$ cat src/sv/rbs_pkg.sv
// rbs_pkg: shared defaults and lane status type for the ray/box slab test
// no dependencies
`timescale 1ns / 1ps
package rbs_pkg;
	localparam int COORD_WIDTH_DEF = 32;
	localparam int FRAC_BITS_DEF   = 16;
	localparam int AXES            = 3;

	typedef struct packed {
		logic moving;
		logic empty;
	} lane_flags_t;
endpackage

$ cat src/sv/rbs_merge.sv
// rbs_merge: combines the three axis intervals into hit and distances
// depends on rbs_pkg
`timescale 1ns / 1ps
module rbs_merge #(
	parameter int W = rbs_pkg::COORD_WIDTH_DEF
) (
	input  logic signed [W-1:0]  entry [rbs_pkg::AXES],
	input  logic signed [W-1:0]  exits [rbs_pkg::AXES],
	input  rbs_pkg::lane_flags_t flags [rbs_pkg::AXES],
	output logic                 hit,
	output logic signed [W-1:0]  t0,
	output logic signed [W-1:0]  t1,
	output logic signed [W-1:0]  best
);
	logic signed [W-1:0] mx, mn;
	logic moving, empty;

	always_comb begin
		mx = entry[0];
		mn = exits[0];
		moving = flags[0].moving;
		empty  = flags[0].empty;
		for (int a = 1; a < rbs_pkg::AXES; a++) begin
			if (entry[a] > mx) mx = entry[a];
			if (exits[a] < mn) mn = exits[a];
			moving |= flags[a].moving;
			empty  |= flags[a].empty;
		end
		t0 = empty ? {1'b0, {(W-1){1'b1}}} : mx;
		t1 = empty ? {1'b1, {(W-1){1'b0}}} : mn;
		hit  = 1'b0;
		best = '0;
		if (moving && t0 <= t1) begin
			priority if (!t0[W-1]) begin
				hit = 1'b1; best = t0;
			end else if (!t1[W-1]) begin
				hit = 1'b1; best = t1;
			end
		end
	end
endmodule

$ cat config.mk
export PLATFORM = sky130hd
export DESIGN_NAME = rbs_merge
export DESIGN_NICKNAME = d
export VERILOG_FILES = /design/src/sv/rbs_pkg.sv /design/src/sv/rbs_merge.sv
export SDC_FILE = /design/constraint.sdc
export NUM_CORES = 1
export LEC_CHECK = 0
export BUFFER_PORTS_ARGS = -buffer_cell sky130_fd_sc_hd__buf_2
export CORE_MARGIN = 3
export CORE_UTILIZATION = 50
export DETAILED_ROUTE_END_ITERATION = 16
export PLACE_DENSITY = 0.83
export REMOVE_ABC_BUFFERS = 1
export SLEW_MARGIN = 15
export SYNTH_ARGS = -nofsm -noshare
export SYNTH_HDL_FRONTEND = slang
export SYNTH_SLANG_ARGS = --single-unit
$ cat constraint.sdc
create_clock -name vclk -period 35.1
set_input_delay 7.02 -clock vclk [all_inputs]
set_output_delay 7.02 -clock vclk [all_outputs]
set_load 0.005 [all_outputs]
==> flow_metrics.tcl <==
set metrics [dict create \
    setup_viol 0 \
    required_ns 28.08 \
    synthAdderAreaFrac 0.286 \
    fmax_mhz 42.9 \
    grt_max_degree 66 \
    n_antenna_cell 0 \
    groute.usage.overall 0.291 \
    dp_hpwl_um 20600 \
    critical_path_buf_inv_count 5 \
    nNetsFinal 1558 \
    portBuffers 294 \
    min_from "exits[25]" \
    outcome "finished clean" \
    synth_top_family_by_area "adder cells" \
    place_ws_ns 11.84 \
    die_w_um 124 \
    worst_pin_slew_ns 1.02 \
    grt_pass1_vias 7588 \
    seq_area_um2 0 \
    layout_worst_path_cycle_share 0.664 \
    ys_types 75 \
    die_height_um 124 \
    grt.overflow.total 0 \
    io_pins 295 \
    critical_path.top_delay_family "compound AO/OA/AOI/OAI gates" \
    path_max_fanout 31 \
    cts_setup_buffers 0 \
    cp-end-kind "output pin" \
    fillers 1215 \
    antenna_found_initial 0 \
    min_path_cells 4 \
    yosys.area_share.simple 0.210 \
    worstSetupPathType "in -> out" \
    fin_ws_ns 11.79 \
    syn_area_per_cell_um2 7.42 \
    die-area_um2 15400 \
    seq_cells 0 \
    crit_slowest_cell "nand3b_1" \
    drtIter0Drc 515 \
    wl_per_cell_um 17.3 \
    ctsResizeCount 0 \
    maxCapViolCount 0 \
    muxShareOfSynthArea 0.141 \
    hold_buffers 0 \
    num_vias 8014 \
    worst_path_largest_cell_delay_ns 0.78 \
    drtAntennaViolNets 0 \
    powerDensity_nw_per_um2 20.9 \
    drt_pass1_iterations 5 \
    initial_core_util 0.519 \
    syn-instance-count 938 \
    synth-compound-area-share 0.243 \
    synth_seq_area_share 0 \
    max-slew-margin-rel 0.321 \
    drv_slew 0 \
    multi_input_area_um2 6170 \
    gp_congestion 0.938 \
    drt_wl_total_um 23800 \
    hold_viol 0 \
    worstHoldPathType "in -> out" \
    start_kind "input port" \
    via_per_inst 5.83 \
    irDropWorstVdd_uv 14.4 \
    critPathArrivalTime_ns 16.29 \
    synth_xor_area_frac 0.00126 \
    drive_above_1_share 0.294 \
    netlist_area_um2 6960 \
    leakagePower_nw 4.65 \
    grt_pass1_wl_um 36300 \
    nClkBuffers 0 \
    period_needed_ns 23.31 \
    setup_tns_ns 0 \
    area_growth_pct 21.2 \
    rsz0062_at_grt "no" \
    row_count 42 \
    hold-path-endpoint "best[25]" \
    ys_warn_count 0 \
    drc_errors 0 \
    coreArea_um2 13400 \
]
[power breakdown]
part,internal (mW),switching (mW)
combinational,0.0740,0.102
sequential,0,0
clock,0,0
total,0.0740,0.102
[routing by layer]
layer / vias to the layer above / track usage / wire length (um)
met3: 60 / 0.0318 / 2050
met2: 377 / 0.492 / 10900
met1: 3630 / 0.381 / 9880
li1: 3947 / - / -
met4: 0 / 0.109 / 957
met5: - / 0 / 0
[worst max-delay path by stage]
stage               depth (start not counted)       from  slack, ns        to
floorplan                                  24  exits[79]      11.43  best[30]
global placement                           32  entry[91]      12.12  best[17]
detailed placement                         33  entry[91]      11.84  best[17]
CTS                                        33  entry[91]      11.85  best[17]
global route                               34  entry[91]      10.97  best[17]
finish                                     33  entry[91]      11.79  best[13]
[synthesized netlist by cell type (all sizes together), types with 4 or more instances]
cell | instances | area [um2]
ha | 159 | 1990
inv | 140 | 526
mux2i | 96 | 968
o21ai | 89 | 457
nand2 | 63 | 239
nand2b | 63 | 394
nor2 | 60 | 228
a21oi | 38 | 190
o221ai | 32 | 468
nand4 | 30 | 209
buf | 21 | 175
clkbuf | 15 | 80.1
nand3 | 15 | 87.6
nor3 | 15 | 85.1
a211oi | 13 | 103
a21o | 11 | 82.6
and4 | 7 | 61.3
nor4 | 6 | 52.6
o211ai | 5 | 37.5
a31oi | 4 | 25.0
[layout make-up]
| cell class | count | area share |
|---|---|---|
| Inverter | 140 | 0.0623 |
| Multi-Input combinational cell | 759 | 0.732 |
| Tap cell | 176 | 0.0261 |
| Timing Repair Buffer | 300 | 0.180 |
[cells in the final DEF (no fill, tap or decap), types with 2 or more instances in the layout]
cell,synthesis,routed
buf_2,11,294
ha_1,159,159
inv_1,140,140
mux2i_1,94,94
o21ai_0,86,86
nand2b_1,63,63
nand2_1,62,62
nor2_1,59,59
a21oi_1,38,38
o221ai_2,30,30
nand4_1,28,28
nand3_1,14,14
nor3_1,13,13
a211oi_1,12,12
a21o_1,11,11
and4_1,7,7
buf_4,1,6
o211ai_1,5,5
nor4_1,5,5
a31oi_1,4,4
o21a_1,3,3
o2111ai_1,3,3
o22ai_1,3,3
a221oi_1,3,3
nor2b_1,3,3
a211o_1,2,2
o221ai_1,2,2
o21bai_1,2,2
a2111o_1,2,2
nor3_4,0,2
o31ai_1,2,2
o21ai_1,2,2
a221o_1,2,2
o41ai_1,2,2
[metrics by stage]
step                area [um2]  utilization  hold slack [ns]  power (mW)  std cells
detailed placement        8430        0.629            14.41       0.173       1375
global route              8430        0.629            14.43       0.196       1375
global placement          8430        0.629            14.41       0.170       1375
CTS                       8430        0.629            14.41       0.174       1375
floorplan                 6660            -            14.17       0.116        899
finish                    8430        0.629            14.42       0.176       1375
[kinds of logic after synthesis]
family / after synthesis
compound gates: 228
xor+xnor: 1
fa+ha+maj: 159
buf+inv: 179
mux: 97
other cells: 1
simple gates: 273
No activity file was read; power rests on OpenSTA's default activity.
